==> config.mk <==
export PLATFORM = sky130hd
export DESIGN_NAME = servo_pulse_generator_core
export DESIGN_NICKNAME = d
export VERILOG_FILES = /design/src/rtl/spg_pkg.sv /design/src/rtl/servo_pulse_generator_core.sv /design/src/rtl/spg_apb_regs.sv /design/src/rtl/spg_cmd_store.sv /design/src/rtl/spg_phase_counter.sv /design/src/rtl/spg_level_unit.sv
export VERILOG_INCLUDE_DIRS = /design/src /design/src/rtl
export SDC_FILE = /design/constraint.sdc
export NUM_CORES = 1
export LEC_CHECK = 0
export ABC_AREA = 1
export ABC_CLOCK_PERIOD_IN_PS = 5200
export BUFFER_PORTS_ARGS = -buffer_cell sky130_fd_sc_hd__buf_2
export CAP_MARGIN = 15
export CORE_ASPECT_RATIO = 1.4
export CORE_MARGIN = 4
export CORE_UTILIZATION = 50
export DETAILED_ROUTE_END_ITERATION = 8
export HOLD_SLACK_MARGIN = 0.15
export PLACE_DENSITY_LB_ADDON = 0.12
export SLEW_MARGIN = 20
export SYNTH_ARGS = -nofsm -noshare
export SYNTH_HDL_FRONTEND = slang
export SYNTH_HIERARCHICAL = 1
export SYNTH_SLANG_ARGS = --single-unit
==> constraint.sdc <==
create_clock -name clk_i -period 5.2 [get_ports clk_i]
set_input_delay 0.26 -clock clk_i [delete_from_list [all_inputs] [get_ports clk_i]]
set_output_delay 0.26 -clock clk_i [all_outputs]
set_load 0.01 [all_outputs]
==> src/rtl/servo_pulse_generator_core_macros.svh <==
// Assertion macros used by the servo pulse generator RTL.
`ifndef SERVO_PULSE_GENERATOR_CORE_MACROS_SVH
`define SERVO_PULSE_GENERATOR_CORE_MACROS_SVH

// Concurrent assertion on an explicit clock and active-low reset.
`define SPG_ASSERT_CLK(label, clk, rst_n, prop, msg) \
  label: assert property (@(posedge clk) disable iff (!(rst_n)) (prop)) else $error(msg);

// Concurrent assertion on the block clock and reset.
`define SPG_ASSERT(label, prop, msg) \
  `SPG_ASSERT_CLK(label, clk_i, rst_ni, prop, msg)

`endif

==> src/rtl/spg_pkg.sv <==
// Types, constants and helper functions of the servo pulse generator.
package spg_pkg;

  // Item command codes.
  typedef enum logic [1:0] {
    CmdTick     = 2'd0,
    CmdSetDrive = 2'd1,
    CmdSetMount = 2'd2
  } cmd_e;

  // Configuration register indexes (byte address bits [3:2]).
  typedef enum logic [1:0] {
    RegPeriod      = 2'd0,
    RegMotorCenter = 2'd1,
    RegMountZero   = 2'd2
  } reg_e;

  localparam int ApbAddrW = 4;
  localparam int ApbDataW = 32;
  localparam int CfgW     = 16;

  localparam int SpeedLimit = 50;
  localparam int AngleLimit = 180;
  localparam int SpeedGain  = 20;
  localparam int AngleGain  = 11;
  localparam int AngleReset = 90;

  localparam logic [CfgW-1:0] PeriodReset      = 16'd20000;
  localparam logic [CfgW-1:0] MotorCenterReset = 16'd1500;
  localparam logic [CfgW-1:0] MountZeroReset   = 16'd500;

  // Pulse width as a signed value: 16-bit base plus a signed offset.
  localparam int WidthW = 18;

  typedef struct packed {
    logic [CfgW-1:0] period_ticks;
    logic [CfgW-1:0] motor_center_width;
    logic [CfgW-1:0] mount_zero_width;
  } cfg_t;

  typedef struct packed {
    logic signed [6:0] right_cmd;
    logic signed [6:0] left_cmd;
    logic [7:0]        pan_cmd;
    logic [7:0]        tilt_cmd;
  } cmds_t;

  typedef struct packed {
    logic right_pulse;
    logic left_pulse;
    logic pan_pulse;
    logic tilt_pulse;
  } pulses_t;

  // Limit a drive speed to the symmetric speed range.
  function automatic logic signed [6:0] clamp_speed(input logic signed [7:0] s);
    logic signed [6:0] r;
    if (s > $signed(8'(SpeedLimit))) begin
      r = 7'(SpeedLimit);
    end else if (s < -$signed(8'(SpeedLimit))) begin
      r = -$signed(7'(SpeedLimit));
    end else begin
      r = s[6:0];
    end
    return r;
  endfunction

  // Limit a mount angle to the top of the angle range.
  function automatic logic [7:0] clamp_angle(input logic [7:0] a);
    return (a > 8'(AngleLimit)) ? 8'(AngleLimit) : a;
  endfunction

endpackage

==> src/rtl/servo_pulse_generator_core.sv <==
// Top level of the four-channel servo pulse generator.
// Input channel (in_valid_i / in_stall_o) carries items: a tick advances the
// period counter, a set item replaces the drive speeds or the mount angles.
// Output channel (out_valid_o / out_stall_i) carries one beat per item with
// the four pulse levels, computed from the count before the item and the
// commands after it.
// An accepted item is held in the input register; when it moves on, its
// levels are computed and loaded into the result register, which holds the
// beat on the output. One item per cycle is sustained while the receiver
// does not stall; the single pass from input register to result register
// sets that figure. When the receiver stalls, the result register holds its
// beat and the input register takes one more item before in_stall_o rises.
// Reset clears both registers' valid flags, sets the counter to zero, the
// speeds to zero, the angles to ninety degrees and the APB registers to a
// 20000-tick period, 1500-tick center width and 500-tick zero width.
// The user must write configuration through the APB port only while no item
// is in flight; the block itself does not enforce this.
`include "servo_pulse_generator_core_macros.svh"

module servo_pulse_generator_core #(
  parameter int COUNT_BITS = 16
) (
  input  logic                         clk_i,
  input  logic                         rst_ni,
  // APB configuration port
  input  logic                         psel,
  input  logic                         penable,
  input  logic                         pwrite,
  input  logic [spg_pkg::ApbAddrW-1:0] paddr,
  input  logic [spg_pkg::ApbDataW-1:0] pwdata,
  output logic [spg_pkg::ApbDataW-1:0] prdata,
  output logic                         pready,
  // Item input
  input  logic                         in_valid_i,
  output logic                         in_stall_o,
  input  logic [1:0]                   cmd_i,
  input  logic signed [7:0]            right_speed_i,
  input  logic signed [7:0]            left_speed_i,
  input  logic [7:0]                   pan_angle_i,
  input  logic [7:0]                   tilt_angle_i,
  // Result output
  output logic                         out_valid_o,
  input  logic                         out_stall_i,
  output logic                         right_pulse_o,
  output logic                         left_pulse_o,
  output logic                         pan_pulse_o,
  output logic                         tilt_pulse_o
);

  spg_pkg::cfg_t         cfg;
  spg_pkg::cmds_t        cmds_next, cmds_q;
  spg_pkg::pulses_t      pulses_d, pulses_q;
  logic [COUNT_BITS-1:0] phase;

  logic                  in_valid_q;
  logic [1:0]            cmd_q;
  logic signed [7:0]     right_speed_q, left_speed_q;
  logic [7:0]            pan_angle_q, tilt_angle_q;
  logic                  out_valid_q;
  logic                  advance;
  logic                  in_take;
  logic                  tick;

  // The held item moves on when the result register is free or draining.
  assign advance    = in_valid_q & (~out_valid_q | ~out_stall_i);
  assign in_stall_o = in_valid_q & ~advance;
  assign in_take    = in_valid_i & ~in_stall_o;
  assign tick       = advance & (cmd_q == spg_pkg::CmdTick);

  // Input register.
  always_ff @(posedge clk_i or negedge rst_ni) begin
    if (!rst_ni) begin
      in_valid_q <= 1'b0;
    end else if (in_take) begin
      in_valid_q <= 1'b1;
    end else if (advance) begin
      in_valid_q <= 1'b0;
    end
  end

  always_ff @(posedge clk_i) begin
    if (in_take) begin
      cmd_q         <= cmd_i;
      right_speed_q <= right_speed_i;
      left_speed_q  <= left_speed_i;
      pan_angle_q   <= pan_angle_i;
      tilt_angle_q  <= tilt_angle_i;
    end
  end

  spg_apb_regs u_regs (
    .clk_i   (clk_i),
    .rst_ni  (rst_ni),
    .psel    (psel),
    .penable (penable),
    .pwrite  (pwrite),
    .paddr   (paddr),
    .pwdata  (pwdata),
    .prdata  (prdata),
    .pready  (pready),
    .cfg_o   (cfg)
  );

  spg_cmd_store u_cmds (
    .clk_i         (clk_i),
    .rst_ni        (rst_ni),
    .advance_i     (advance),
    .cmd_i         (cmd_q),
    .right_speed_i (right_speed_q),
    .left_speed_i  (left_speed_q),
    .pan_angle_i   (pan_angle_q),
    .tilt_angle_i  (tilt_angle_q),
    .cmds_next_o   (cmds_next),
    .cmds_q_o      (cmds_q)
  );

  spg_phase_counter #(
    .COUNT_BITS (COUNT_BITS)
  ) u_phase (
    .clk_i    (clk_i),
    .rst_ni   (rst_ni),
    .tick_i   (tick),
    .period_i (cfg.period_ticks),
    .phase_o  (phase)
  );

  spg_level_unit #(
    .COUNT_BITS (COUNT_BITS)
  ) u_levels (
    .phase_i  (phase),
    .cfg_i    (cfg),
    .cmds_i   (cmds_next),
    .pulses_o (pulses_d)
  );

  // Result register.
  always_ff @(posedge clk_i or negedge rst_ni) begin
    if (!rst_ni) begin
      out_valid_q <= 1'b0;
    end else if (advance) begin
      out_valid_q <= 1'b1;
    end else if (~out_stall_i) begin
      out_valid_q <= 1'b0;
    end
  end

  always_ff @(posedge clk_i) begin
    if (advance) begin
      pulses_q <= pulses_d;
    end
  end

  assign out_valid_o   = out_valid_q;
  assign right_pulse_o = pulses_q.right_pulse;
  assign left_pulse_o  = pulses_q.left_pulse;
  assign pan_pulse_o   = pulses_q.pan_pulse;
  assign tilt_pulse_o  = pulses_q.tilt_pulse;

  // A held item that cannot move on is still held next cycle.
  `SPG_ASSERT(a_item_kept, in_valid_q && !advance |=> in_valid_q, "held item lost")
  // A taken beat with nothing behind it empties the result register.
  `SPG_ASSERT(a_out_drains, out_valid_q && !out_stall_i && !advance |=> !out_valid_q,
              "result beat repeated")
  // The counter moves only on a tick item.
  `SPG_ASSERT(a_phase_hold, !tick |=> $stable(phase), "counter moved without a tick")
  // Drive commands change only on a drive set item.
  `SPG_ASSERT(a_drive_hold,
              !(advance && cmd_q == spg_pkg::CmdSetDrive) |=>
              $stable(cmds_q.right_cmd) && $stable(cmds_q.left_cmd),
              "drive command changed without a set item")

endmodule

==> src/rtl/spg_apb_regs.sv <==
// APB configuration registers of the servo pulse generator.
module spg_apb_regs (
  input  logic                         clk_i,
  input  logic                         rst_ni,
  input  logic                         psel,
  input  logic                         penable,
  input  logic                         pwrite,
  input  logic [spg_pkg::ApbAddrW-1:0] paddr,
  input  logic [spg_pkg::ApbDataW-1:0] pwdata,
  output logic [spg_pkg::ApbDataW-1:0] prdata,
  output logic                         pready,
  output spg_pkg::cfg_t                cfg_o
);

  spg_pkg::cfg_t cfg_q, cfg_d;
  logic          wr_en;

  assign pready = 1'b1;
  assign wr_en  = psel & penable & pwrite;

  // Register write decode; addresses past the list are ignored.
  always_comb begin
    cfg_d = cfg_q;
    if (wr_en) begin
      case (paddr[3:2])
        spg_pkg::RegPeriod:      cfg_d.period_ticks       = pwdata[spg_pkg::CfgW-1:0];
        spg_pkg::RegMotorCenter: cfg_d.motor_center_width = pwdata[spg_pkg::CfgW-1:0];
        spg_pkg::RegMountZero:   cfg_d.mount_zero_width   = pwdata[spg_pkg::CfgW-1:0];
        default: ;
      endcase
    end
  end

  always_ff @(posedge clk_i or negedge rst_ni) begin
    if (!rst_ni) begin
      cfg_q.period_ticks       <= spg_pkg::PeriodReset;
      cfg_q.motor_center_width <= spg_pkg::MotorCenterReset;
      cfg_q.mount_zero_width   <= spg_pkg::MountZeroReset;
    end else begin
      cfg_q <= cfg_d;
    end
  end

  // Read mux.
  always_comb begin
    case (paddr[3:2])
      spg_pkg::RegPeriod:      prdata = spg_pkg::ApbDataW'(cfg_q.period_ticks);
      spg_pkg::RegMotorCenter: prdata = spg_pkg::ApbDataW'(cfg_q.motor_center_width);
      spg_pkg::RegMountZero:   prdata = spg_pkg::ApbDataW'(cfg_q.mount_zero_width);
      default:                 prdata = '0;
    endcase
  end

  assign cfg_o = cfg_q;

endmodule

==> src/rtl/spg_cmd_store.sv <==
// Stored servo commands with clamping of new set items.
module spg_cmd_store (
  input  logic                clk_i,
  input  logic                rst_ni,
  input  logic                advance_i,
  input  logic [1:0]          cmd_i,
  input  logic signed [7:0]   right_speed_i,
  input  logic signed [7:0]   left_speed_i,
  input  logic [7:0]          pan_angle_i,
  input  logic [7:0]          tilt_angle_i,
  output spg_pkg::cmds_t      cmds_next_o,
  output spg_pkg::cmds_t      cmds_q_o
);

  spg_pkg::cmds_t cmds_q, cmds_d;

  // Commands as they stand after the current item.
  always_comb begin
    cmds_d = cmds_q;
    case (cmd_i)
      spg_pkg::CmdSetDrive: begin
        cmds_d.right_cmd = spg_pkg::clamp_speed(right_speed_i);
        cmds_d.left_cmd  = spg_pkg::clamp_speed(left_speed_i);
      end
      spg_pkg::CmdSetMount: begin
        cmds_d.pan_cmd  = spg_pkg::clamp_angle(pan_angle_i);
        cmds_d.tilt_cmd = spg_pkg::clamp_angle(tilt_angle_i);
      end
      default: ;
    endcase
  end

  always_ff @(posedge clk_i or negedge rst_ni) begin
    if (!rst_ni) begin
      cmds_q.right_cmd <= '0;
      cmds_q.left_cmd  <= '0;
      cmds_q.pan_cmd   <= 8'(spg_pkg::AngleReset);
      cmds_q.tilt_cmd  <= 8'(spg_pkg::AngleReset);
    end else if (advance_i) begin
      cmds_q <= cmds_d;
    end
  end

  assign cmds_next_o = cmds_d;
  assign cmds_q_o    = cmds_q;

endmodule

==> src/rtl/spg_phase_counter.sv <==
// Period counter advanced by tick items.
module spg_phase_counter #(
  parameter int COUNT_BITS = 16
) (
  input  logic                      clk_i,
  input  logic                      rst_ni,
  input  logic                      tick_i,
  input  logic [spg_pkg::CfgW-1:0]  period_i,
  output logic [COUNT_BITS-1:0]     phase_o
);

  localparam int CmpW = COUNT_BITS + spg_pkg::CfgW + 1;

  logic [COUNT_BITS-1:0] phase_q, phase_d;
  logic [COUNT_BITS:0]   phase_inc;

  // Wrap to zero at the end of the period; a zero period acts as one.
  always_comb begin
    phase_inc = {1'b0, phase_q} + 1'b1;
    if (CmpW'(phase_inc) >= CmpW'(period_i)) begin
      phase_d = '0;
    end else begin
      phase_d = phase_inc[COUNT_BITS-1:0];
    end
  end

  always_ff @(posedge clk_i or negedge rst_ni) begin
    if (!rst_ni) begin
      phase_q <= '0;
    end else if (tick_i) begin
      phase_q <= phase_d;
    end
  end

  assign phase_o = phase_q;

endmodule

==> src/rtl/spg_level_unit.sv <==
// Pulse widths of the four channels and one comparator per channel.
module spg_level_unit #(
  parameter int COUNT_BITS = 16
) (
  input  logic [COUNT_BITS-1:0] phase_i,
  input  spg_pkg::cfg_t         cfg_i,
  input  spg_pkg::cmds_t        cmds_i,
  output spg_pkg::pulses_t      pulses_o
);

  localparam int WW   = spg_pkg::WidthW;
  localparam int LvlW = ((COUNT_BITS > WW) ? COUNT_BITS : WW) + 1;

  logic signed [WW-1:0]   center_w, zero_w;
  logic signed [WW-1:0]   right_w, left_w, pan_w, tilt_w;
  logic signed [LvlW-1:0] phase_s;

  // Width = base + gain * command, signed so a negative width stays low.
  always_comb begin
    center_w = $signed({2'b00, cfg_i.motor_center_width});
    zero_w   = $signed({2'b00, cfg_i.mount_zero_width});
    right_w  = center_w + WW'(cmds_i.right_cmd) * $signed(WW'(spg_pkg::SpeedGain));
    left_w   = center_w + WW'(cmds_i.left_cmd) * $signed(WW'(spg_pkg::SpeedGain));
    pan_w    = zero_w + $signed({10'd0, cmds_i.pan_cmd}) * $signed(WW'(spg_pkg::AngleGain));
    tilt_w   = zero_w + $signed({10'd0, cmds_i.tilt_cmd}) * $signed(WW'(spg_pkg::AngleGain));
  end

  // Output is high while the count is below the width.
  assign phase_s = $signed({{(LvlW - COUNT_BITS){1'b0}}, phase_i});

  assign pulses_o.right_pulse = phase_s < LvlW'(right_w);
  assign pulses_o.left_pulse  = phase_s < LvlW'(left_w);
  assign pulses_o.pan_pulse   = phase_s < LvlW'(pan_w);
  assign pulses_o.tilt_pulse  = phase_s < LvlW'(tilt_w);

endmodule
==> Word-level counts from Yosys, hierarchy flattened <==
Index checks and enable logic that the tools add are counted.
Widths: inputs -> output; s select.
{ "classes": {"reduce_logical": 6, "add_sub_neg": 5, "n_mux": 14, "order_cmp": 11, "n_eq_ne": 5, "n_bitwise": 11, "n_mul": 4} }
{ "op_table": {"columns": ["operator", "count"], "rows": [
  ["$lt 17x18->1", 4],
  ["$pmux 16 s3", 1],
  ["$add 17x13->18", 2],
  ["$add 16x12->17", 2],
  ["$mux 16", 2],
  ["$mux 7", 4],
  ["$mul 8x4->12 const B", 2],
  ["$mul 7x4->11 const B", 2],
  ["$add 16x1->17 const B", 1],
  ["$ge 17x16->1", 1],
  ["$gt 8x7->1 const B", 2],
  ["$gt 8x8->1 const B", 2],
  ["$lt 8x7->1 const B", 2],
  ["$mux 8", 2],
  ["$mux 14", 1],
  ["$and 1x1->1", 6],
  ["$reduce_and 2->1", 3],
  ["$eq 2x1->1 const B", 2],
  ["$eq 2x2->1 const B", 2],
  ["$logic_not 2->1", 2],
  ["$mux 1", 4],
  ["$not 1->1", 4],
  ["$ne 2x1->1 const B", 1],
  ["$reduce_bool 2->1", 1],
  ["$or 1x1->1", 1]
]} }
{ "word_totals": {"word_cells": 75, "in_bits": 77, "out_inout_bits": 39, "ff_bits": 134} }

==> Logic depth before layout (Yosys ltp) <==
Gate-level depths: netlist of run 1.
{ "depth": {"depth_word": 8, "mapped_depth": 33, "ltp_nobuf": 33} }

==> Modules after synthesis <==
Netlist of run 1, hierarchy kept.
{ "modules_own_cells": {"columns": ["module", "area_per_inst_um2", "n_inst", "seq_area_each_um2", "cells_each"], "rows": [
  ["spg_level_unit", 5901.9, 1, 0.0, 860],
  ["spg_apb_regs", 2428.6, 1, 1223.7, 302],
  ["spg_cmd_store", 1981.9, 1, 760.7, 302],
  ["spg_phase_counter", 1680.4, 1, 400.4, 257],
  ["servo_pulse_generator_core", 1249.9, 1, 1191.1, 54]
]} }

==> Worst setup path after synthesis of run 1 <==
Ideal clock, no wire load.
{ "synth_path": {"kind": "flip-flop to flip-flop", "from": "reg pan_angle_q[6]", "to": "reg pulses_q (netlist bit pan_pulse_o) (data pin)", "period_less_slack_ps": 4438, "setup_slack_ps": 762, "t_required_ps": 4947, "setup_time_ps": 253, "arrival_ps": 4186, "path_buffers": 0, "path_stages_with_launch": 25, "path_cell_list": "edfxtp_1 > inv_2 > nand4_1 > o21ai_1 > nand2_2 > a21oi_1 > ha_1 > fa_1 > inv_1 > fa_1 > inv_1 > ha_1 > nand2_1 > inv_1 > a21oi_1 > nand2_2 > nand2_1 > o21bai_2 > xor2_1 > ha_1 > inv_1 > nor3_1 > nand3_1 > nor2_1 > nor2_1"} }
{ "synth_lines": {"columns": ["element", "line_no", "text"], "rows": [
  ["start, declared", "servo_pulse_generator_core.sv:58", "logic [7:0] pan_angle_q, tilt_angle_q;"],
  ["start signal, assigned", "servo_pulse_generator_core.sv:86", "pan_angle_q <= pan_angle_i;"],
  ["end signal, assigned", "servo_pulse_generator_core.sv:149", "pulses_q <= pulses_d;"],
  ["end, declared", "servo_pulse_generator_core.sv:52", "spg_pkg::pulses_t pulses_d, pulses_q;"]
]} }

==> reports/qor.json, run 1 <==
{
  "status": "finished clean",
  "grt_overflow_total": 0,
  "leakage_nw": 8.32,
  "hold_path_startpoint": "penable",
  "r2r.worst_path.cells": 26,
  "worst-endpoint-required_ns": 5.47,
  "groute.usage.overall_pct": 23.2,
  "pin_count_of_the_biggest_net_entering_global_routing": 57,
  "timing_worst_slew_pin_value_ns": 0.868,
  "skew_ns": 0.00669,
  "io_buffers": 80,
  "std_cell_rows": 70,
  "min_path_cells": 5,
  "cts_tree": "built",
  "setup.worst_path.end_class": "flip-flop",
  "antenna_found_initial": 0,
  "synth_simple_gate_area_share_pct": 29.7,
  "detailroute.via_count": 11400,
  "syn-cell-area_um2": 13200,
  "critPathMaxFanout": 5,
  "post-dp-hpwl_um": 25800,
  "crit_path_top_delay_cell": "sky130_fd_sc_hd__fa_1",
  "layout.nets": 2206,
  "power.ir.vdd_worst_mv": 0.288,
  "cap_violations": 0,
  "timing.rr.start": "pan_angle_q[6]$_DFFE_PP_",
  "setup_ws_ns": 0.322,
  "placed_cell_area_um2": 13800,
  "grt_first_pass_wirelength_um": 55000,
  "library_cells_used_by_synthesis": 58,
  "finalWeightedCongestion": 0.871,
  "final_util_pct": 57.7,
  "worst_r2r_endpoint": "pan_pulse_o$_DFFE_PP_",
  "stdcell_count": 2254,
  "finalCriticalPeriod_ns": 4.88,
  "vias_per_cell": 5.05,
  "floorplan.core_area_um2": 26100,
  "place_inst": 2162,
  "slew_limit_fails": 0,
  "place_ws_ns": 0.172,
  "drc_errors": 0,
  "synthAdderAreaFrac_pct": 21.8,
  "vias_in_the_first_global_route": 11000,
  "1st_pass_router_iterations": 5,
  "numCtsBuffers": 17,
  "post_drt_wl_per_cell_um": 14.9,
  "antenna_violating_nets_post_route": 0,
  "setup_viol": 0,
  "clk_root_buffer_cell": "sky130_fd_sc_hd__clkbuf_16",
  "cellPowerDensity_nw_per_um2": 480,
  "areaGrowthSynthToFinish_pct": 13.7,
  "die_width_um": 146,
  "boundaryPins": 116,
  "initial_utilization_pct": 50.7,
  "most_common_cell_after_layout_fill_and_taps_aside": "sky130_fd_sc_hd__nand2_1",
  "drive_gt1_share_pct": 13.7,
  "number_of_buffers_on_the_longest_clock_path": 2,
  "wirelength_um": 33500,
  "clkLatencyLatePin_ns": 0.43,
  "hold-path-endpoint": "u_regs/cfg_o[22]$_DFFE_PN1P_",
  "synth_seq_area_share_pct": 27.0,
  "maxSlewHeadroom_pct": 42.1,
  "h-tree-depth": 4,
  "final_min_period_over_clock_period_pct": 93.8,
  "min_path_type": "in2reg",
  "worst-setup-path-type": "reg2reg",
  "design_power_total_mw": 7.22,
  "antenna_diode_count": 0,
  "post_synth_xor_area_fraction_pct": 4.02,
  "postSynthAreaPerCell_um2": 7.46,
  "cp_common_cell": "sky130_fd_sc_hd__nand2_1",
  "fp.dieArea_um2": 29200,
  "postSynthRegisterBits": 134,
  "synth.mux.area_fraction_pct": 0,
  "r2r_slack_ns": 0.32,
  "grt_setup_unrepaired": "yes",
  "synthesis.yosys.warnings": 6,
  "postLayoutCellArea_um2": 15100,
  "drt_first_iter_violations": 592,
  "area_fraction_in_compound_gates_after_synthesis_pct": 6.90,
  "clk_pin_slew_worst_paths_ns": 0.07,
  "kind_of_launch_point_of_the_worst_setup_path": "flip-flop",
  "slowest_delay_ns": 0.50,
  "clkSinkCount": 134,
  "hold_viol_final": 0,
  "cp_data_arrival_time_ns": 5.14,
  "synth_top_family_by_area": "simple AND/OR/NAND/NOR gates",
  "layout.cells.most_common_list": "sky130_fd_sc_hd__nand2_1 (596), sky130_fd_sc_hd__inv_1 (260), sky130_fd_sc_hd__ha_1 (179)",
  "die_height_um": 201,
  "synthesis.instances": 1775,
  "fmaxAchievable_ghz": 0.205
}
-- per-stage QoR --
step                hold slack, ns  TNS (ns)
floorplan                  -0.0356         0
detailed placement           0.307         0
global route                 0.292   -0.0488
CTS                          0.258         0
finish                       0.285         0
global placement             0.301         0
-- report_power, final --
part | internal (mW) | switching [mW] | total [mW]
logic | 1.78 | 2.70 | 4.48
clock network | 0.699 | 0.514 | 1.21
registers | 1.31 | 0.224 | 1.53
-- kinds of logic (layout without fill, tap and decap cells) --
group           count (synthesis)  in the layout
fa+ha+maj                     212            212
buf+inv                       320            459
compound gates                148            148
other cells                     2             17
xor+xnor                       60             60
simple gates                  899            900
flops                         134            134
-- flip-flops by register name (all words and copies together) (netlist names) --
| signal | count |
|---|---|
| tilt_pulse_o | 1 |
| u_phase/phase_o | 16 |
| cmd_q | 2 |
| tilt_angle_q | 8 |
| left_speed_q | 8 |
| pan_angle_q | 8 |
| pan_pulse_o | 1 |
| right_speed_q | 8 |
| out_valid_o | 1 |
| left_pulse_o | 1 |
| u_cmds/cmds_q_o | 30 |
| in_valid_q | 1 |
| right_pulse_o | 1 |
| u_regs/cfg_o | 48 |
-- repair_timing --
| action | CTS | global route |
|---|---|---|
| setup endpoints to repair | 0 | 3 |
| hold endpoints to repair | 116 | 0 |
| buffers inserted | 0 | 5 |
| resized for setup | 0 | 14 |
| hold buffers | 54 | 0 |
-- cell usage after synthesis, drive strengths merged --
cell	count	share of area, %
nand3	80	3.4
a21oi	71	2.8
dfstp	26	5.2
o31ai	1	0.057
clkbuf	3	0.085
o21a	7	0.40
or2	1	0.047
a211oi	4	0.23
o21ai	30	1.3
a22oi	2	0.11
xor2	41	2.8
a31oi	8	0.38
fa	32	4.8
clkinv	3	0.085
nor2	114	3.9
o211ai	2	0.11
o31a	1	0.066
a21boi	2	0.11
nand2	640	19
dfrtp	70	13
conb	2	0.057
o22ai	2	0.14
inv	275	7.8
edfxtp	38	8.6
xnor2	19	1.3
ha	180	17
buf	39	2.5
nor3	19	0.84
a21o	8	0.45
o21bai	10	0.71
nand3b	10	0.57
nand4	34	1.6
nor4	1	0.047
-- worst max-delay path: cells and delay by family (launching register included) --
family,cells,cell delay [ns]
buf+inv,4,0.22
flops,1,0.39
compound gates,5,0.98
fa+ha+maj,5,1.89
xor+xnor,1,0.14
simple gates,11,1.12
-- final cells by class --
type,instances,area (um^2)
Fill cell,2475,11000
Multi-Input combinational cell,1337,8390
Sequential cell,134,3580
Timing Repair Buffer,149,1060
Inverter,278,1050
Clock buffer,20,462
Tap cell,324,405
Clock inverter,12,114
-- metal layers --
metal | track usage [%] | vias to the layer above | wire (um) | share of wire [%]
met3 | 3.52 | 43 | 1360 | 4.1
met1 | 29.0 | 5200 | 14500 | 43
met4 | 8.59 | 0 | 1120 | 3.4
met2 | 40.7 | 239 | 16500 | 49
met5 | 0 | - | 0 | 0
li1 | - | 5901 | - | -
-- worst max path at each step --
stage                             start                    end  slack (ns)  cells after the start
2_1_floorplan  pan_angle_q[6]$_DFFE_PP_  pan_pulse_o$_DFFE_PP_        0.76                     24
3_3_place_gp         cmd_q[0]$_DFFE_PP_  pan_pulse_o$_DFFE_PP_        0.24                     29
3_5_place_dp         cmd_q[0]$_DFFE_PP_  pan_pulse_o$_DFFE_PP_        0.17                     29
4_1_cts              cmd_q[0]$_DFFE_PP_  pan_pulse_o$_DFFE_PP_        0.14                     29
5_1_grt        pan_angle_q[6]$_DFFE_PP_  pan_pulse_o$_DFFE_PP_       -0.05                     26
6_report       pan_angle_q[6]$_DFFE_PP_  pan_pulse_o$_DFFE_PP_        0.32                     26
(Power assumes the default switching activity.)
==> run 2: changes to the inputs <==
==> constraint.sdc (replaced) <==
create_clock -name clk_i -period 5.2 [get_ports clk_i]
set_input_delay 0.78 -clock clk_i [delete_from_list [all_inputs] [get_ports clk_i]]
set_output_delay 0.78 -clock clk_i [all_outputs]
set_load 0.01 [all_outputs]
==> reports/qor.json, run 2 (synthesis results as in run 1) <==
{
  "status": "finished clean",
  "fp.dieArea": {"value": 29200, "unit": "um^2", "change": "unchanged"},
  "fin_worst_hold_slack": {"value": 0.431, "unit": "ns", "change": "+0.146 ns"},
  "clk_pin_slew_worst_paths": {"value": 0.07, "unit": "ns", "change": "about the same"},
  "leakage": {"value": 8.10, "unit": "nW", "change": "-2.6%"},
  "r2r.worst_path.cells": {"value": 29, "change": "+12%"},
  "cp_common_cell": "sky130_fd_sc_hd__nand2_1",
  "antenna_violating_nets_post_route": {"value": 0, "change": "unchanged"},
  "fmaxAchievable": {"value": 0.206, "unit": "GHz", "change": "+0.62%"},
  "filler_cell_count": {"value": 2527, "change": "+2.1%"},
  "number_of_buffers_on_the_longest_clock_path": {"value": 2, "change": "unchanged"},
  "cellInternalPower": {"value": 3.87, "unit": "mW", "change": "+2.4%"},
  "stdcell_count": {"value": 2197, "change": "-2.5%"},
  "pin_count_of_the_biggest_net_entering_global_routing": {"value": 58, "change": "+1.8%"},
  "max_reg_flops": {"value": 48, "change": "unchanged"},
  "maxSlewHeadroom": {"value": 41.1, "unit": "%", "change": "-0.97 points"},
  "final_min_period_over_clock_period": {"value": 93.2, "unit": "%", "change": "-0.58 points"},
  "post-dp-hpwl": {"value": 26000, "unit": "um", "change": "+0.66%"},
  "boundaryPins": {"value": 116, "change": "unchanged"},
  "cellPowerDensity": {"value": 500, "unit": "nW/um^2", "change": "+4.2%"},
  "finalWeightedCongestion": {"value": 0.864, "change": "-0.70%"},
  "groute.usage.overall": {"value": 22.9, "unit": "%", "change": "-0.35 points"},
  "kind_of_launch_point_of_the_worst_setup_path": "flip-flop",
  "cts_tree": "built",
  "vias_per_cell": {"value": 5.11, "change": "+1.3%"},
  "floorplan.core_area": {"value": 26100, "unit": "um^2", "change": "unchanged"},
  "power.share.switching": {"value": 46.8, "unit": "%", "change": "-0.80 points"},
  "worst-setup-path-type": "reg2reg",
  "placed_cell_area": {"value": 13900, "unit": "um^2", "change": "about the same"},
  "h-tree-depth": {"value": 4, "change": "unchanged"},
  "clkLatencyLatePin": {"value": 0.43, "unit": "ns", "change": "about the same"},
  "drive_gt1_share": {"value": 14.0, "unit": "%", "change": "+0.32 points"},
  "areaGrowthSynthToFinish_pct": 9.97,
  "slew_limit_fails": {"value": 0, "change": "unchanged"},
  "drc_errors": {"value": 0, "change": "unchanged"},
  "hold_viol_final": {"value": 0, "change": "unchanged"},
  "grt_overflow_total": {"value": 0, "change": "unchanged"},
  "worst_path_dominant_cell_family": "adder cells",
  "power_frac_comb": {"value": 60.8, "unit": "%", "change": "-1.2 points"},
  "setup_viol": {"value": 0, "change": "unchanged"},
  "timing_worst_slew_pin_value": {"value": 0.883, "unit": "ns", "change": "+0.0146 ns"},
  "numCtsBuffers": {"value": 17, "change": "unchanged"},
  "1st_pass_router_iterations": {"value": 6, "change": "+1"},
  "initial_utilization": {"value": 50.7, "unit": "%", "change": "unchanged"},
  "skew": {"value": 0.00880, "unit": "ns", "change": "+0.00210 ns"},
  "std_cell_rows": {"value": 70, "change": "unchanged"},
  "io_buffers": {"value": 80, "change": "unchanged"},
  "clkSinkCount": {"value": 134, "change": "unchanged"},
  "vias_in_the_first_global_route": {"value": 10900, "change": "-0.63%"},
  "finalCriticalPeriod": {"value": 4.85, "unit": "ns", "change": "-0.0301 ns"},
  "setup.worst_path.end_class": "flip-flop",
  "postLayoutCellArea": {"value": 14600, "unit": "um^2", "change": "-3.3%"},
  "detailroute.via_count": {"value": 11200, "change": "-1.3%"},
  "critical_path.n_buffers_inverters": {"value": 3, "change": "-1"},
  "most_common_cell_after_layout_fill_and_taps_aside": "sky130_fd_sc_hd__nand2_1",
  "layout.nets": {"value": 2148, "change": "-2.6%"},
  "grt_first_pass_wirelength": {"value": 54000, "unit": "um", "change": "-1.8%"},
  "crit_path_top_delay_cell": "sky130_fd_sc_hd__edfxtp_1",
  "place_inst": {"value": 2163, "change": "+0.046%"},
  "die_width": {"value": 146, "unit": "um", "change": "unchanged"},
  "critPathMaxFanout": {"value": 7, "change": "+2"},
  "layout.cells.most_common_list": "sky130_fd_sc_hd__nand2_1 (595), sky130_fd_sc_hd__inv_1 (260), sky130_fd_sc_hd__ha_1 (177)",
  "power.sequential.fraction": {"value": 21.0, "unit": "%", "change": "-0.2 points"},
  "clockPowerShare": {"value": 18.2, "unit": "%", "change": "+1.4 points"},
  "min_path_type": "in2async",
  "post_drt_wl_per_cell": {"value": 14.9, "unit": "um", "change": "+0.59%"},
  "post_cts_hold_buffer_count": {"value": 0, "change": "-100%"},
  "wirelength": {"value": 32800, "unit": "um", "change": "-2.0%"},
  "path_depth": {"value": 29, "change": "+12%"},
  "clk_root_buffer_cell": "sky130_fd_sc_hd__clkbuf_16",
  "drt_first_iter_violations": {"value": 641, "change": "+8.3%"},
  "die_height": {"value": 201, "unit": "um", "change": "unchanged"},
  "power.ir.vdd_worst": {"value": 0.267, "unit": "mV", "change": "-7.3%"},
  "cap_violations": {"value": 0, "change": "unchanged"},
  "slowest_delay": {"value": 0.47, "unit": "ns", "change": "-0.03 ns"},
  "antenna_found_initial": {"value": 1, "change": "+1"},
  "worst-endpoint-required": {"value": 5.39, "unit": "ns", "change": "-0.08 ns"},
  "cp_data_arrival_time": {"value": 5.04, "unit": "ns", "change": "-0.10 ns"},
  "switching_power": {"value": 3.41, "unit": "mW", "change": "-0.87%"}
}
==> run 2: changes by cell type in the layout (fill, tap and decap cells not counted), moves of 2 or more <==
cell,before,now
sky130_fd_sc_hd__dlygate4sd3_1,54,0
sky130_fd_sc_hd__a21oi_1,62,60
sky130_fd_sc_hd__ha_1,179,177
sky130_fd_sc_hd__buf_4,16,12
sky130_fd_sc_hd__a21oi_2,9,11
sky130_fd_sc_hd__bufinv_16,1,4
sky130_fd_sc_hd__ha_2,0,2
==> run 2: timing repair <==
item,in CTS,in global routing
buffers inserted,0,1
resized for setup,0,17
endpoints found under the setup margin,0,3
==> run 2: final timing paths <==
check,start,endpoint,slack [ns]
setup reg to reg,cmd_q[0]$_DFFE_PP_,right_pulse_o$_DFFE_PP_,0.35
hold / removal,rst_ni,u_phase/phase_o[11]$_DFFE_PN0P_,0.43
min in group clk_i,u_cmds/cmds_q_o[4]$_DFFE_PN1P_,u_cmds/cmds_q_o[4]$_DFFE_PN1P_,0.47
hold reg to reg,u_cmds/cmds_q_o[4]$_DFFE_PN1P_,u_cmds/cmds_q_o[4]$_DFFE_PN1P_,0.47
max in group asynchronous,rst_ni,u_regs/cfg_o[6]$_DFFE_PN1P_,3.71
setup / recovery,cmd_q[0]$_DFFE_PP_,right_pulse_o$_DFFE_PP_,0.35
==> run 2: layout make-up <==
cell class / instances / area (um^2) / area share [%]
Tap cell: 324 / 405 / 2.78
Sequential cell: 134 / 3580 / 24.6
Clock buffer: 19 / 433 / 2.97
Multi-Input combinational cell: 1336 / 8400 / 57.7
Clock inverter: 13 / 194 / 1.33
Timing Repair Buffer: 92 / 505 / 3.47
Antenna cell: 1 / 2.50 / 0.0172
Inverter: 278 / 1050 / 7.20
==> run 2: power by group through the flow <==
stage	registers (mW)	logic, mW	clock network [mW]
floorplan	1.46	3.53	0
global placement	1.55	4.27	0
detailed placement	1.55	4.39	0
CTS	1.53	4.42	1.36
global route	1.56	5.19	1.39
finish	1.53	4.42	1.32
==> run 2: layer usage <==
metal	share of wire (%)	GRT usage [%]	vias up
li1	-	-	5786
met5	0.040	0	-
met1	43	28.4	5120
met4	3.7	9.44	2
met2	48	39.5	272
met3	5.1	3.77	56
==> run 2: per-stage QoR <==
stage	utilization [%]	setup slack (ns)	power [mW]	TNS (ns)
2_1_floorplan	-	0.762	4.99	0
4_1_cts	55.5	0.164	7.31	0
6_report	55.8	0.352	7.28	0
3_3_place_gp	53.1	0.244	5.82	0
5_1_grt	55.8	-0.0255	8.14	-0.0344
3_5_place_dp	53.1	0.200	5.94	0
==> run 3: changes to the inputs <==
--- a/config.mk
+++ b/config.mk
@@ -15,7 +15,7 @@
 export CORE_UTILIZATION = 50
 export DETAILED_ROUTE_END_ITERATION = 8
 export HOLD_SLACK_MARGIN = 0.15
-export PLACE_DENSITY_LB_ADDON = 0.12
+export PLACE_DENSITY = 0.72
 export SLEW_MARGIN = 20
 export SYNTH_ARGS = -nofsm -noshare
 export SYNTH_HDL_FRONTEND = slang
==> reports/qor.json, run 3 (synthesis results as in run 1) <==
{
  "drive_gt1_share": {"value": 15.0, "unit": "%", "change": "+1.0 points"},
  "drc_errors": {"value": 0, "change": "unchanged"},
  "cap_violations": {"value": 0, "change": "unchanged"},
  "stdcell_count": {"value": 2198, "change": "+0.046%"},
  "power.ir.vdd_worst": {"value": 0.279, "unit": "mV", "change": "+4.5%"},
  "clkLatencyLatePin": {"value": 0.43, "unit": "ns", "change": "about the same"},
  "sum_neg_setup_slack": {"value": 0, "unit": "ns", "change": "unchanged"},
  "hold_viol_final": {"value": 0, "change": "unchanged"},
  "place_inst": {"value": 2160, "change": "-0.14%"},
  "worst-endpoint-required": {"value": 5.39, "unit": "ns", "change": "about the same"},
  "max_reg_flops": {"value": 48, "change": "unchanged"},
  "grt_setup_unrepaired": "yes",
  "die_width": {"value": 146, "unit": "um", "change": "unchanged"},
  "placed_cell_area": {"value": 13800, "unit": "um^2", "change": "-0.16%"},
  "most_common_cell_after_layout_fill_and_taps_aside": "sky130_fd_sc_hd__nand2_1",
  "detailroute.via_count": {"value": 11400, "change": "+1.2%"},
  "h-tree-depth": {"value": 4, "change": "unchanged"},
  "timing_worst_slew_pin_value": {"value": 0.944, "unit": "ns", "change": "+0.0613 ns"},
  "drt_first_iter_violations": {"value": 632, "change": "-1.4%"},
  "worst_path_dominant_cell_family": "adder cells",
  "initial_utilization": {"value": 50.7, "unit": "%", "change": "unchanged"},
  "critPathMaxFanout": {"value": 5, "change": "-2"},
  "slew_limit_fails": {"value": 0, "change": "unchanged"},
  "kind_of_launch_point_of_the_worst_setup_path": "flip-flop",
  "grt_first_pass_wirelength": {"value": 52600, "unit": "um", "change": "-2.6%"},
  "number_of_buffers_on_the_longest_clock_path": {"value": 2, "change": "unchanged"},
  "setup.worst_path.end_class": "flip-flop",
  "postLayoutCellArea": {"value": 14600, "unit": "um^2", "change": "+0.51%"},
  "clkSinkCount": {"value": 134, "change": "unchanged"},
  "areaGrowthSynthToFinish_pct": 10.5,
  "maxSlewHeadroom": {"value": 37.0, "unit": "%", "change": "-4.1 points"},
  "io_buffers": {"value": 80, "change": "unchanged"},
  "cp_data_arrival_time": {"value": 5.05, "unit": "ns", "change": "about the same"},
  "grt_overflow_total": {"value": 0, "change": "unchanged"},
  "wirelength": {"value": 31600, "unit": "um", "change": "-3.8%"},
  "min_path_type": "reg2reg",
  "final_util": {"value": 56.1, "unit": "%", "change": "+0.28 points"},
  "skew": {"value": 0.0123, "unit": "ns", "change": "+0.00346 ns"},
  "place_ws": {"value": 0.186, "unit": "ns", "change": "-0.0135 ns"},
  "boundaryPins": {"value": 116, "change": "unchanged"},
  "antenna_violating_nets_post_route": {"value": 0, "change": "unchanged"},
  "critical_path.n_buffers_inverters": {"value": 4, "change": "+1"},
  "pin_count_of_the_biggest_net_entering_global_routing": {"value": 69, "change": "+19%"},
  "die_height": {"value": 201, "unit": "um", "change": "unchanged"},
  "setup_viol": {"value": 0, "change": "unchanged"},
  "clk_root_buffer_cell": "sky130_fd_sc_hd__clkbuf_16",
  "cp_common_cell": "sky130_fd_sc_hd__nand2_1",
  "clk_pin_slew_worst_paths": {"value": 0.07, "unit": "ns", "change": "about the same"},
  "1st_pass_router_iterations": {"value": 5, "change": "-1"},
  "status": "finished clean",
  "post_drt_wl_per_cell": {"value": 14.4, "unit": "um", "change": "-3.9%"},
  "layout.cells.most_common_list": "sky130_fd_sc_hd__nand2_1 (591), sky130_fd_sc_hd__inv_1 (260), sky130_fd_sc_hd__ha_1 (175)",
  "post-dp-hpwl": {"value": 25000, "unit": "um", "change": "-3.8%"},
  "final_min_period_over_clock_period": {"value": 93.4, "unit": "%", "change": "+0.20 points"},
  "design_power_total": {"value": 7.37, "unit": "mW", "change": "+1.2%"},
  "slowest_delay": {"value": 0.52, "unit": "ns", "change": "+0.05 ns"},
  "crit_path_top_delay_cell": "sky130_fd_sc_hd__fa_1",
  "finalWeightedCongestion": {"value": 0.910, "change": "+5.2%"},
  "std_cell_rows": {"value": 70, "change": "unchanged"},
  "setup_ws": {"value": 0.341, "unit": "ns", "change": "-0.0104 ns"},
  "vias_per_cell": {"value": 5.17, "change": "+1.1%"},
  "antenna_found_initial": {"value": 0, "change": "-1"},
  "floorplan.core_area": {"value": 26100, "unit": "um^2", "change": "unchanged"},
  "layout.nets": {"value": 2150, "change": "+0.093%"},
  "fin_worst_hold_slack": {"value": 0.466, "unit": "ns", "change": "+0.0353 ns"},
  "cellPowerDensity": {"value": 503, "unit": "nW/um^2", "change": "+0.71%"},
  "groute.usage.overall": {"value": 21.7, "unit": "%", "change": "-1.2 points"},
  "vias_in_the_first_global_route": {"value": 11200, "change": "+2.4%"},
  "leakage": {"value": 8.07, "unit": "nW", "change": "-0.29%"},
  "cts_tree": "built",
  "finalCriticalPeriod": {"value": 4.86, "unit": "ns", "change": "+0.0104 ns"},
  "worst-setup-path-type": "reg2reg",
  "fp.dieArea": {"value": 29200, "unit": "um^2", "change": "unchanged"},
  "post_cts_hold_buffer_count": {"value": 0, "change": "unchanged"},
  "numCtsBuffers": {"value": 17, "change": "unchanged"},
  "antenna_diode_count": {"value": 0, "change": "-1"},
  "fmaxAchievable": {"value": 0.206, "unit": "GHz", "change": "-0.21%"}
}
## run 3: layer usage
layer / global-route usage, % / vias to the layer above / part of all wire, %
met5: 0 / - / 0
met1: 27.0 / 5212 / 43
li1: - / 5782 / -
met4: 6.48 / 0 / 2.2
met3: 3.91 / 45 / 5.5
met2: 38.4 / 328 / 49
## run 3: report_power, final
| part | internal, mW | switching [mW] | total [mW] | leakage [nW] |
|---|---|---|---|---|
| Clock | 0.708 | 0.488 | 1.20 | 0.265 |
| Sequential | 1.31 | 0.212 | 1.52 | 1.53 |
| Combinational | 1.85 | 2.80 | 4.65 | 6.28 |
| Total | 3.86 | 3.50 | 7.37 | 8.07 |
## run 3: timing repair
| action | in CTS | in global routing |
|---|---|---|
| endpoints found under the setup margin | 0 | 4 |
| setup buffers | 0 | 5 |
| hold endpoints to repair | 0 | 0 |
| gates resized for setup | 0 | 39 |
## run 3: final cells by class
| cell class | instances | area, um^2 |
|---|---|---|
| clock inverters | 14 | 150 |
| fillers | 2448 | 11500 |
| clock buffers | 18 | 429 |
| multi-input cells | 1337 | 8530 |
| well taps | 324 | 405 |
| inverters | 278 | 1050 |
| repair buffers | 93 | 500 |
| flip-flops and latches | 134 | 3580 |
## run 3: final timing paths
kind	to	start	cells past startpoint	slack, ns
hold reg to reg	u_cmds/cmds_q_o[4]$_DFFE_PN1P_	u_cmds/cmds_q_o[4]$_DFFE_PN1P_	2	0.47
max in group asynchronous	u_cmds/cmds_q_o[9]$_DFFE_PN1P_	rst_ni	2	3.70
hold / removal	u_cmds/cmds_q_o[4]$_DFFE_PN1P_	u_cmds/cmds_q_o[4]$_DFFE_PN1P_	2	0.47
setup reg to reg	pan_pulse_o$_DFFE_PP_	pan_angle_q[6]$_DFFE_PP_	27	0.34
min in group asynchronous	u_cmds/cmds_q_o[20]$_DFFE_PN0P_	rst_ni	1	0.48
setup / recovery	pan_pulse_o$_DFFE_PP_	pan_angle_q[6]$_DFFE_PP_	27	0.34
## run 3: worst register-to-register path, stage by stage, from the launching register on
cell,delay [ns]
sky130_fd_sc_hd__edfxtp_1,0.40
sky130_fd_sc_hd__inv_2,0.10
sky130_fd_sc_hd__nand4_1,0.14
sky130_fd_sc_hd__o21ai_2,0.25
sky130_fd_sc_hd__nand2_4,0.13
sky130_fd_sc_hd__a21oi_4,0.23
sky130_fd_sc_hd__ha_1,0.28
sky130_fd_sc_hd__fa_1,0.50
sky130_fd_sc_hd__inv_1,0.05
sky130_fd_sc_hd__fa_1,0.52
sky130_fd_sc_hd__inv_1,0.07
sky130_fd_sc_hd__ha_4,0.28
sky130_fd_sc_hd__nand2_1,0.06
sky130_fd_sc_hd__nor2_1,0.12
sky130_fd_sc_hd__nand2_1,0.07
sky130_fd_sc_hd__nand2_2,0.11
sky130_fd_sc_hd__nand2_1,0.09
sky130_fd_sc_hd__o21bai_2,0.19
sky130_fd_sc_hd__nand2_1,0.08
sky130_fd_sc_hd__xor2_1,0.14
sky130_fd_sc_hd__ha_1,0.31
sky130_fd_sc_hd__nand2_1,0.09
sky130_fd_sc_hd__inv_1,0.06
sky130_fd_sc_hd__nand4_1,0.09
sky130_fd_sc_hd__nor2_1,0.11
sky130_fd_sc_hd__nor2_1,0.05
sky130_fd_sc_hd__nand2_1,0.07
sky130_fd_sc_hd__nor2_2,0.04
